<file path="config.mk">
export PLATFORM = sky130hd
export DESIGN_NAME = mbad_ctrl
export DESIGN_NICKNAME = d
export VERILOG_FILES = /design/src/mbad_pkg.sv /design/src/mbad_ctrl.sv
export SDC_FILE = /design/constraint.sdc
export NUM_CORES = 1
export LEC_CHECK = 0
export ABC_CLOCK_PERIOD_IN_PS = 1200
export BUFFER_PORTS_ARGS = -buffer_cell sky130_fd_sc_hd__buf_4
export CORE_AREA = 2 2 39 41
export CTS_BUF_LIST = sky130_fd_sc_hd__clkbuf_8
export CTS_CLUSTER_DIAMETER = 40
export DETAILED_ROUTE_END_ITERATION = 10
export DIE_AREA = 0 0 41 43
export HOLD_SLACK_MARGIN = 0.02
export PLACE_DENSITY = 0.44
export SYNTH_ARGS = -nofsm -noshare
export SYNTH_HDL_FRONTEND = slang
export SYNTH_SLANG_ARGS = --single-unit
</file>
<file path="constraint.sdc">
create_clock -name i_clk -period 1.2 [get_ports i_clk]
set_input_delay 0.36 -clock i_clk [delete_from_list [all_inputs] [get_ports i_clk]]
set_output_delay 0.36 -clock i_clk [all_outputs]
set_load 0.01 [all_outputs]
</file>
<file path="src/mbad_pkg.sv">
// Shared constants, register indexes and control types of the masked block-average downsampler.
`default_nettype none
package mbad_pkg;

    localparam int DEF_MAX_FACTOR       = 16;
    localparam int DEF_MAX_LINE_SAMPLES = 2048;
    localparam int DEF_PIXEL_BITS       = 16;

    localparam int BF_W        = 5;
    localparam int NS_W        = 12;
    localparam int FL_W        = 16;
    localparam int CFG_DATA_W  = 16;
    localparam int CFG_INDEX_W = 2;

    localparam logic [CFG_INDEX_W-1:0] CFG_BLOCK_FACTOR = 2'd0;
    localparam logic [CFG_INDEX_W-1:0] CFG_LINE_SAMPLES = 2'd1;
    localparam logic [CFG_INDEX_W-1:0] CFG_FRAME_LINES  = 2'd2;

    localparam logic [BF_W-1:0] BF_RESET = 5'd1;
    localparam logic [NS_W-1:0] NS_RESET = 12'd2048;
    localparam logic [FL_W-1:0] FL_RESET = 16'd65535;

    typedef struct packed {
        logic accept;
        logic rd;
        logic upd;
        logic div_start;
        logic out_load;
    } t_cmd;

    typedef struct packed {
        logic in_range;
        logic last;
        logic div_done;
        logic out_busy;
    } t_status;

endpackage
`default_nettype wire

</file>
<file path="src/mbad_ctrl.sv">
// Controller state machine sequencing accept, column update, division and output load.
`default_nettype none
module mbad_ctrl (
    input  wire logic              i_clk,
    input  wire logic              i_rst_n,
    input  wire mbad_pkg::t_status i_status,
    input  wire logic              i_in_valid,
    output mbad_pkg::t_cmd         o_cmd
);
    import mbad_pkg::*;

    localparam logic [2:0] S_IDLE   = 3'd0;
    localparam logic [2:0] S_READ   = 3'd1;
    localparam logic [2:0] S_UPD    = 3'd2;
    localparam logic [2:0] S_DSTART = 3'd3;
    localparam logic [2:0] S_DWAIT  = 3'd4;
    localparam logic [2:0] S_OUT    = 3'd5;

    logic [2:0] r_state;
    logic [2:0] n_state;
    t_cmd       cmd;

    always_comb begin
        n_state = r_state;
        cmd     = '0;
        case (r_state)
            S_IDLE: begin
                cmd.accept = 1'b1;
                if (i_in_valid) n_state = S_READ;
            end
            S_READ: begin
                cmd.rd  = 1'b1;
                n_state = S_UPD;
            end
            S_UPD: begin
                cmd.upd = 1'b1;
                n_state = (i_status.in_range && i_status.last) ? S_DSTART : S_IDLE;
            end
            S_DSTART: begin
                cmd.div_start = 1'b1;
                n_state       = S_DWAIT;
            end
            S_DWAIT: begin
                if (i_status.div_done) n_state = S_OUT;
            end
            S_OUT: begin
                if (!i_status.out_busy) begin
                    cmd.out_load = 1'b1;
                    n_state      = S_IDLE;
                end
            end
            default: n_state = S_IDLE;
        endcase
    end

    always_ff @(posedge i_clk) begin
        if (!i_rst_n) begin
            r_state <= S_IDLE;
        end else begin
            r_state <= n_state;
        end
    end

    assign o_cmd = cmd;
endmodule
`default_nettype wire

</file>
Word-level counts from Yosys, hierarchy flattened
Cells that the tools add are included.

Logic and storage cells: 23. Bits in registers: 3. Input port bits: 7. Output and inout bits: 5.

Muxes and demuxes: 11. Equal/unequal tests: 8. Reductions and logical operators: 3.

Operator list (number): $pmux 3 s6 (1); $mux 3 (3); $eq 3x2->1 const B (2); $eq 3x3->1 const B (2); $mux 1 (6); $ne 2x2->1 const B (3); $eq 3x1->1 const B (1); $logic_not 3->1 (1); $reduce_and 3->1 (1); $mux 2 (1); $logic_and 1x1->1 (1).

Depth between registers and ports, before layout
Gate-level depths: netlist (run 1).

Depth after elaboration: 3. Gate-level depth with buffers: 4.

Worst setup path after synthesis (run 1)
OpenSTA, ideal clock, no wires.

Path type: register to output. Start point: register r_state[1]. End point: output port o_cmd[0] (netlist bit). Setup slack: -68 ps. Buffers on the path: 1. Stages on the path, launching flop included: 4. Data required time: 840 ps. Arrival: 908 ps. Cell sequence: dfxtp_1 -> buf_2 -> nand2b_1 -> nor3b_1.

RTL lines: from (decl) (RTL line mbad_ctrl.sv:19) `logic [2:0] r_state;`; from (signal assigned) (RTL line mbad_ctrl.sv:60) `r_state <= n_state;`; to (decl) (RTL line mbad_ctrl.sv:8) `output mbad_pkg::t_cmd o_cmd`.

==> summary.txt, run 1 <==
GRT
  – Grt ovf: 0
  – Largest net degree at the start of global routing: 9
  – First-pass GRT wire length: 752 microns
  – Initial antenna violation count: 0
  – GRT Total Usage: 0.0693
  – Vias in the first global route: 192

Worst setup path
  – Setup crit end kind: output pin
  – Reg2reg end: r_state[2]
  – Crit path max fanout: 4
  – Crit Path Category: reg2out
  – Worst Path Required: 840 ps
  – R2R depth: 4
  – CP Data Arrival Time: 960 ps
  – Reg-to-reg slack, setup: 230 ps
  – Worst setup SP type: register
  – Critical R2R Launch: r_state[0]

STA
  – Worst-Margin Slew: 162 ps
  – Unrepaired setup endpoints after global routing: true
  – Hold Violations, Final: 0
  – Clock Skew: 0.214 ps
  – Final min period: 1320 ps
  – Final period utilization: 1.10
  – Hold WS: 383 ps
  – Max Slew Vio Count: 0
  – Endpoints failing setup: 5
  – Worst setup margin: -122 ps
  – Fmax: 756 MHz
  – Rel. slew slack: 0.889

Logic synthesis
  – Seq/Total Area, Yosys: 0.322
  – Commonest register cell after synthesis: dfxtp_1
  – Ys Warns: 0
  – Post-Synthesis Cells: 24
  – Number of synthesized flops with an enable pin: 0
  – Syn Area/Cell: 7.77 sq um
  – Synth cell types: 16
  – Mapped Area: 186 sq um
  – Post-synth top cells: dfxtp_1 (3), nor2_1 (3)
  – Area leader, netlist: dfxtp_1
  – Post-synth top area share: 0.322
  – Synthesis-stage register bit count: 3
  – Synth Net Count: 31
  – Synth area leaders: dfxtp_1 (32%), nor3b_1 (8.1%), nand2b_1 (6.7%)
  – Async set-reset flop share out of synthesis: 0

Layout
  – Top Registers: r_state x3
  – Register area: 68.8 sq um
  – Max FFs per register: 3
  – P&R area growth vs syn: 123%
  – Number of inserted diodes: 0
  – Share of cells above drive strength 1: 0.643
  – Nets@finish: 50
  – Most flops, register: r_state
  – Multi-input logic area: 158 sq um
  – Fillers: 155

Clocking
  – CTS max path bufs: 2
  – Root Driver: clkbuf_8
  – Clock latency on the worst-skew pair: 210 ps
  – CTS H-tree lvls: 1
  – TritonCTS Sinks: 3
  – Clock slew at reported path FFs: 30 ps
  – CTS tree: yes
  – Number of CTS-inserted buffers: 3

Route
  – Antenna Nets Post-Route: 0
  – Routed Wire Length: 508 microns
  – First-pass DRT Iterations: 2
  – Routed vias/inst: 4.05
  – DR WL/cell: 8.76 microns
  – Via count: 235
  – Drt initial violations: 1
  – # DRC: 0

Power
  – Total power: 494 uW
  – Pwr Density: 1190 nW/um^2
  – Lkg Pwr: 0.182 nW
  – VDD IR-drop max: 0.000538 V

Floorplanning
  – I/O pin cnt: 12
  – Die Width: 41 microns
  – Core Area: 1380 sq um
  – Initial Utilization: 0.135
  – # rows: 14
  – Chip Height: 43 microns
  – Die area: 1760 sq um

Placed design
  – GPL Wtd Cong: 0.607
  – IO buf count: 11

Outcome
  – Failing checks: setup timing
  – Status: finished, violations left

Min path
  – Worst hold path type: in2reg
  – HP Start: i_rst_n
  – Worst Hold End: r_state[2]
  – Hold Path Stages: 2

Job
  – Max_cap viols: 0
## per-layer routing
metal	track usage	share of wire	vias to the layer above
met4	0.0600	0.020	0
met1	0.0707	0.36	104
li1	-	-	120
met5	0	0	-
met3	0.0471	0.11	2
met2	0.0906	0.51	9
## timing repair
| item | 4_1_cts | 5_1_grt |
|---|---|---|
| gates resized for setup | 10 | 5 |
| pin swaps | 0 | 1 |
| hold buffers | 0 | 0 |
| setup buffers | 1 | 0 |
| endpoints found under the setup margin | 5 | 5 |
## per-stage QoR
step / setup slack, ps / instances / TNS (ps) / util / instance area, sq um
after detailed placement: 30.7 / 53 / 0 / 0.225 / 312
after global routing: -173 / 58 / -608 / 0.300 / 415
final: -122 / 58 / -399 / 0.300 / 415
after CTS: -133 / 58 / -462 / 0.285 / 394
after floorplan: 17.8 / 24 / 0 / - / 191
after global placement: 7.65 / 53 / 0 / 0.225 / 312
## final cells by class
class | count | area share
repair buffers | 15 | 0.298
flip-flops and latches | 3 | 0.166
well taps | 16 | 0.0482
clock buffers | 3 | 0.0994
multi-input cells | 20 | 0.380
clock inverters | 1 | 0.00904
## power by group
part	switching [mW]	internal, mW
Clock	0.0634	0.217
Combinational	0.0355	0.0634
Sequential	0.00986	0.104
Total	0.109	0.385
## cells in the final DEF (no fill, tap or decap), types with 2 or more instances in the layout
master / Yosys / layout
dfxtp_4: 0 / 2
nand2_1: 2 / 2
nor2b_1: 2 / 2
buf_6: 0 / 3
clkbuf_8: 0 / 3
buf_4: 0 / 12
## logic make-up (layout without fill, tap and decap cells)
kind of cell	after synthesis	count (layout)	synth area share
flip-flops	3	3	0.322
AND/OR/NAND/NOR	15	15	0.463
multiplexers	1	1	0.0537
AO/OA/AOI/OAI	4	4	0.134
buffers and inverters	1	19	0.0268
## critical path: stages (launching register included)
cell,delay [ps]
dfxtp_2,320
nand2b_4,140
nor3b_2,140
buf_4,140
## how the worst max path moves through the flow
stage,from,end,slack [ps],cells past startpoint
finish,r_state[1],o_cmd[0],-120,3
global route,r_state[1],o_cmd[0],-170,3
CTS,r_state[1],o_cmd[0],-130,3
detailed placement,r_state[0],o_cmd[0],30,3
global placement,r_state[0],o_cmd[0],8,3
floorplan,r_state[1],o_cmd[0],20,3
Power figures use the tool's default switching activity.
==> run 2: changes to the inputs <==
MAX_ROUTING_LAYER = met4   (was not set)
==> run 2 against run 1 <==
The run still ends with setup timing left. Sequential power barely moved. Cell count stayed put. First-iteration DRC count stayed put. Non-clock buffer count is the same. Die area unchanged. Largest cell class unchanged. Largest power group unchanged.
==> summary.txt, run 2 (same netlist as run 1, synthesis figures left out) <==
Clocking
  – CTS H-tree lvls: 1 (unchanged)
  – Number of CTS-inserted buffers: 3 (unchanged)
  – Root Driver: clkbuf_8
  – Clock latency on the worst-skew pair: 210 ps (about the same)
  – Clock slew at reported path FFs: 30 ps (about the same)
  – TritonCTS Sinks: 3 (unchanged)
  – CTS tree: yes
  – CTS max path bufs: 2 (unchanged)

Layout
  – Max FFs per register: 3 (unchanged)
  – Most frequent cells in the layout: buf_4 (12), clkbuf_8 (3), buf_6 (3)
  – Number of inserted diodes: 0 (unchanged)
  – Nets@finish: 50 (unchanged)
  – Commonest non-fill, non-tap cell in the layout: buf_4
  – Final Util: 0.300 (unchanged)
  – Design area: 415 sq um (unchanged)
  – Top Registers: r_state x3
  – P&R area growth vs syn: 123% (unchanged)
  – Most flops, register: r_state
  – Share of cells above drive strength 1: 0.643 (unchanged)
  – Fillers: 155 (unchanged)
  – Multi-input logic area: 158 sq um (unchanged)
  – Register area: 68.8 sq um (unchanged)

STA
  – Final period utilization: 1.10 (about the same)
  – Final min period: 1320 ps (+0.232 ps)
  – Hold Violations, Final: 0 (unchanged)
  – Rel. slew slack: 0.889 (unchanged)
  – Max Slew Vio Count: 0 (unchanged)
  – Clock Skew: 0.0736 ps (-0.140 ps)
  – Fmax: 756 MHz (about the same)
  – Post-route setup TNS: -401 ps (-2.20 ps)
  – Worst setup margin: -122 ps (-0.232 ps)
  – Endpoints failing setup: 5 (unchanged)
  – Worst-Margin Slew: 162 ps (unchanged)
  – Unrepaired setup endpoints after global routing: true

Outcome
  – Failing checks: setup timing
  – Status: finished, violations left

Route
  – Routed Wire Length: 511 microns (+0.59%)
  – Drt initial violations: 1 (unchanged)
  – Via count: 236 (+0.43%)
  – # DRC: 0 (unchanged)
  – Antenna Nets Post-Route: 0 (unchanged)
  – Routed vias/inst: 4.07 (+0.43%)
  – DR WL/cell: 8.81 microns (+0.59%)
  – First-pass DRT Iterations: 2 (unchanged)

Power
  – Pwr Density: 1190 nW/um^2 (+0.16%)
  – VDD IR-drop max: 0.000540 V (+0.39%)
  – Lkg Pwr: 0.182 nW (unchanged)
  – Total power: 495 uW (+0.16%)

Placed design
  – GPL Wtd Cong: 0.612 (+0.69%)
  – DP Worst Slack: 30.7 ps (unchanged)
  – IO buf count: 11 (unchanged)
  – Post-Place Cell Area: 312 sq um (unchanged)

Worst setup path
  – Worst Path Required: 840 ps (about the same)
  – Ordered cell list for the critical path: nand2b_4 > nor3b_2 > buf_4
  – CP Data Arrival Time: 960 ps (about the same)
  – R2R depth: 4 (unchanged)
  – Cell family with most CP delay: flip-flops
  – Crit Path Category: reg2out
  – Slowest stage delay, CP: 320 ps (about the same)
  – Worst path slowest cell: dfxtp_2
  – Worst setup SP type: register
  – Crit path max fanout: 4 (unchanged)
  – Crit path depth: 3 (unchanged)
  – Setup crit end kind: output pin
  – Worst Path Buf+Inv: 1 (unchanged)

GRT
  – Vias in the first global route: 192 (unchanged)
  – First-pass GRT wire length: 752 microns (unchanged)
  – Grt ovf: 0 (unchanged)
  – Initial antenna violation count: 0 (unchanged)
  – Largest net degree at the start of global routing: 9 (unchanged)
  – GRT Total Usage: 0.0710 (+0.00171)

Floorplanning
  – Initial Utilization: 0.135 (unchanged)
  – # rows: 14 (unchanged)
  – Die Width: 41 microns (unchanged)
  – Die area: 1760 sq um (unchanged)
  – Core Area: 1380 sq um (unchanged)
  – Chip Height: 43 microns (unchanged)
  – I/O pin cnt: 12 (unchanged)

Min path
  – Worst hold path type: in2reg
  – Hold Path Stages: 2 (unchanged)

Job
  – Max_cap viols: 0 (unchanged)
==> run 2: cell counts in the layout (fill, tap and decap cells not counted) <==
No cell type changed its count.
==> run 2: worst paths after layout <==
| check | from | to | slack, ps |
|---|---|---|---|
| setup / recovery | r_state[1] | o_cmd[0] | -120 |
| hold / removal | i_rst_n | r_state[2] | 380 |
| setup reg to reg | r_state[0] | r_state[2] | 220 |
| hold reg to reg | r_state[2] | r_state[0] | 580 |
==> run 2: stage by stage <==
stage                     instances  hold slack (ps)
after global routing             58              389
final                            58              384
after global placement           53              585
after CTS                        58              384
after detailed placement         53              587
after floorplan                  24              478
==> run 2: worst reg2reg max path, delay by kind of cell, from the launching register on <==
family | cells | cell delay (ps)
DFF | 1 | 360
buffers and inverters | 1 | 140
AOI/OAI and AO/OA | 1 | 120
and+or+nand+nor | 2 | 290
==> run 2: layer usage <==
layer / global-route usage / vias up / wire, microns
li1: - / 120 / -
met1: 0.0707 / 103 / 185
met2: 0.0906 / 9 / 250
met3: 0.0471 / 4 / 58
met4: 0.0600 / 0 / 16
met5: - / - / 0
==> run 2: cell type report <==
class,instances,area share
clock inverters,1,0.00904
clock buffers,3,0.0994
multi-input cells,20,0.380
flip-flops and latches,3,0.166
well taps,16,0.0482
repair buffers,15,0.298
==> run 2: power breakdown <==
part           leakage [nW]  switching (mW)  internal [mW]
registers            0.0264         0.00986          0.104
clock network        0.0269          0.0641          0.218
logic                 0.128          0.0355         0.0634
==> run 2: repair_timing <==
| item | 4_1_cts | 5_1_grt |
|---|---|---|
| cloned | 0 | 0 |
| setup buffers | 1 | 0 |
| endpoints found under the setup margin | 5 | 5 |
| resized for setup | 10 | 5 |
| hold buffers | 0 | 0 |
| pin swaps | 0 | 1 |
==> run 3: changes to the inputs <==
ABC_AREA = 1   (was not set)
ABC_CLOCK_PERIOD_IN_PS = not set   (was 1200)
PLACE_DENSITY = 0.47   (was 0.44)
==> run 3 against run 2 <==
Largest cell class is now buffers. Clock power increased by 3%. The flow still finishes with violations (setup timing). Total power rose by 120%. Largest power group is now combinational logic. Combinational power rose to 6.0 times the previous value. Flip-flop and latch count did not move. Synthesized area grew 21%. First-iteration DRC count rose to 5.0 times the previous value.
==> summary.txt, run 3 <==
Logic synthesis
  – Synth area leaders: dfxtp_1 (27%), nand2_1 (9.9%), nand3_2 (8.8%)
  – Area leader, netlist: dfxtp_1
  – Mapped Area: 226 sq um (+21%)
  – Synth Area in Simple Gates: 0.475 (+0.0121)
  – Post-synthesis adder-cell area fraction: 0 (unchanged)
  – Xor and xnor area share after synthesis: 0 (unchanged)
  – Post-synth top area share: 0.265 (-0.0570)
  – Syn Area/Cell: 6.12 sq um (-21%)
  – Ys Warns: 0 (unchanged)
  – Synthesis-stage register bit count: 3 (unchanged)
  – Top-count cell post-synth: nand2_1
  – Compound-gate portion of the synthesized area: 0.0939 (-0.0403)
  – Multiplexer share of the synthesized area: 0 (-0.0537)
  – Post-Synthesis Cells: 37 (+54%)
  – Synth cell types: 15 (-1)
  – Post-synth top cells: nand2_1 (6), inv_2 (5), nor2_1 (5)
  – Async set-reset flop share out of synthesis: 0 (unchanged)
  – Seq/Total Area, Yosys: 0.265 (-0.0570)
  – Number of synthesized flops with an enable pin: 0 (unchanged)
  – Synth Net Count: 44 (+42%)
  – Commonest register cell after synthesis: dfxtp_1
  – Largest family of logic cells by synthesized area: simple AND/OR/NAND/NOR gates

Worst setup path
  – Crit path max fanout: 4 (unchanged)
  – Slowest stage delay, CP: 360 ps (+40 ps)
  – CP Data Arrival Time: 1030 ps (+70 ps)
  – Worst path slowest cell: dfxtp_4
  – Worst Path Required: 840 ps (about the same)
  – Worst setup SP type: register
  – Setup crit end kind: output pin
  – Crit Path Category: reg2out
  – Ordered cell list for the critical path: buf_6 > nor2_4 > inv_2 > nor2_2 > buf_4

Floorplanning
  – Die area: 1760 sq um (unchanged)
  – Initial Utilization: 0.164 (+0.0289)
  – I/O pin cnt: 12 (unchanged)
  – Die Width: 41 microns (unchanged)
  – Core Area: 1380 sq um (unchanged)
  – Chip Height: 43 microns (unchanged)
  – # rows: 14 (unchanged)

Placed design
  – Post-DP HPWL: 474 microns
  – GPL Wtd Cong: 0.662 (+8.3%)
  – IO buf count: 11 (unchanged)

GRT
  – Initial antenna violation count: 0 (unchanged)
  – GRT Total Usage: 0.0989 (+0.0279)
  – Largest net degree at the start of global routing: 5 (-4)
  – First-pass GRT wire length: 1020 microns (+36%)
  – Vias in the first global route: 281 (+46%)
  – Grt ovf: 0 (unchanged)

STA
  – Unrepaired setup endpoints after global routing: true
  – Final min period: 1390 ps (+65.8 ps)
  – Final period utilization: 1.16 (+0.0548)
  – Worst setup margin: -188 ps (-65.8 ps)
  – Max Slew Vio Count: 0 (unchanged)
  – Hold Violations, Final: 0 (unchanged)
  – Worst-Margin Slew: 187 ps (+24.5 ps)
  – Endpoints failing setup: 5 (unchanged)
  – Hold WS: 385 ps (+1.19 ps)
  – Clock Skew: 2.41 ps (+2.33 ps)
  – Fmax: 720 MHz (-4.7%)
  – Rel. slew slack: 0.874 (-0.0143)

Layout
  – P&R area growth vs syn: 130%
  – Number of inserted diodes: 0 (unchanged)
  – Max FFs per register: 3 (unchanged)
  – Final Util: 0.377 (+0.0769)
  – Fillers: 150 (-3.2%)
  – Nets@finish: 73 (+46%)
  – Commonest non-fill, non-tap cell in the layout: buf_4
  – Top Registers: r_state x3
  – Most flops, register: r_state
  – Share of cells above drive strength 1: 0.723 (+0.0802)
  – Most frequent cells in the layout: buf_4 (22), nand2_1 (6), inv_2 (5), inv_1 (4)

Clocking
  – Clock latency on the worst-skew pair: 220 ps (about the same)
  – Clock slew at reported path FFs: 30 ps (about the same)
  – Number of CTS-inserted buffers: 3 (unchanged)
  – CTS H-tree lvls: 1 (unchanged)
  – CTS tree: yes
  – CTS max path bufs: 2 (unchanged)
  – TritonCTS Sinks: 3 (unchanged)
  – Root Driver: clkbuf_8

Job
  – Max_cap viols: 0 (unchanged)

Route
  – Via count: 322 (+36%)
  – # DRC: 0 (unchanged)
  – Antenna Nets Post-Route: 0 (unchanged)
  – Routed Wire Length: 701 microns (+37%)
  – Routed vias/inst: 3.98 (-2.3%)
  – DR WL/cell: 8.65 microns (-1.8%)
  – First-pass DRT Iterations: 2 (unchanged)
  – Drt initial violations: 5 (+4)

Outcome
  – Status: finished, violations left
  – Failing checks: setup timing

Power
  – Pwr Density: 2080 nW/um^2 (+75%)
  – Lkg Pwr: 0.275 nW (+51%)
  – VDD IR-drop max: 0.000564 V (+4.5%)

Min path
  – Worst hold path type: in2reg
[run 3: cell families (layout without fill, tap and decap cells)]
kind of cell | after synthesis | in the layout
simple gates | 21 | 21
buf+inv | 10 | 38
flops | 3 | 3
compound gates | 3 | 3
[run 3: layout make-up]
class | count | area, sq um | area share
clock buffers | 3 | 41.3 | 0.0791
clock inverters | 1 | 3.75 | 0.00719
inverters | 10 | 40.0 | 0.0767
multi-input cells | 24 | 160 | 0.307
flip-flops and latches | 3 | 68.8 | 0.132
well taps | 16 | 20.0 | 0.0384
repair buffers | 24 | 188 | 0.360
[run 3: what timing repair did]
action / in CTS / in global routing
endpoints found under the setup margin: 5 / 5
pin swaps: 2 / 4
gates resized for setup: 11 / 4
buffers inserted: 3 / 4
hold buffers: 0 / 0
[run 3: where the power goes]
| group | switching [mW] | leakage, nW | total [mW] | internal, mW |
|---|---|---|---|---|
| combinational | 0.264 | 0.221 | 0.597 | 0.333 |
| sequential | 0.0547 | 0.0264 | 0.199 | 0.144 |
| clock | 0.0719 | 0.0269 | 0.290 | 0.218 |
| total | 0.391 | 0.275 | 1.09 | 0.696 |
[run 3: final timing paths]
kind	from	depth (start not counted)	end	slack [ps]
setup reg to reg	r_state[1]	8	r_state[0]	20
hold / removal	i_rst_n	3	r_state[2]	390
hold reg to reg	r_state[2]	3	r_state[1]	630
setup / recovery	r_state[1]	5	o_cmd[4]	-190
[run 3: metal layers]
metal | part of all wire | up-vias | track usage
met1 | 0.40 | 140 | 0.0968
met5 | 0 | - | -
met4 | 0.027 | 0 | 0.100
met2 | 0.51 | 9 | 0.122
met3 | 0.063 | 2 | 0.0628
li1 | - | 171 | -
[run 3: metrics by stage]
step           instance area, sq um  instances  setup slack, ps  TNS [ps]  total power [mW]
2_1_floorplan                   233         37             67.0         0             0.401
3_3_place_gp                    380         70            -24.8     -59.6             0.611
3_5_place_dp                    380         70            -39.1     -81.8             0.606
4_1_cts                         480         77             -172      -682              1.01
5_1_grt                         522         81             -244     -1100              1.17
6_report                        522         81             -188      -776              1.09
[run 3: worst max-delay path, delay by kind of cell (launching register included)]
family,cells,cell delay (ps)
and+or+nand+nor,2,180
DFF,1,360
buffers and inverters,3,280
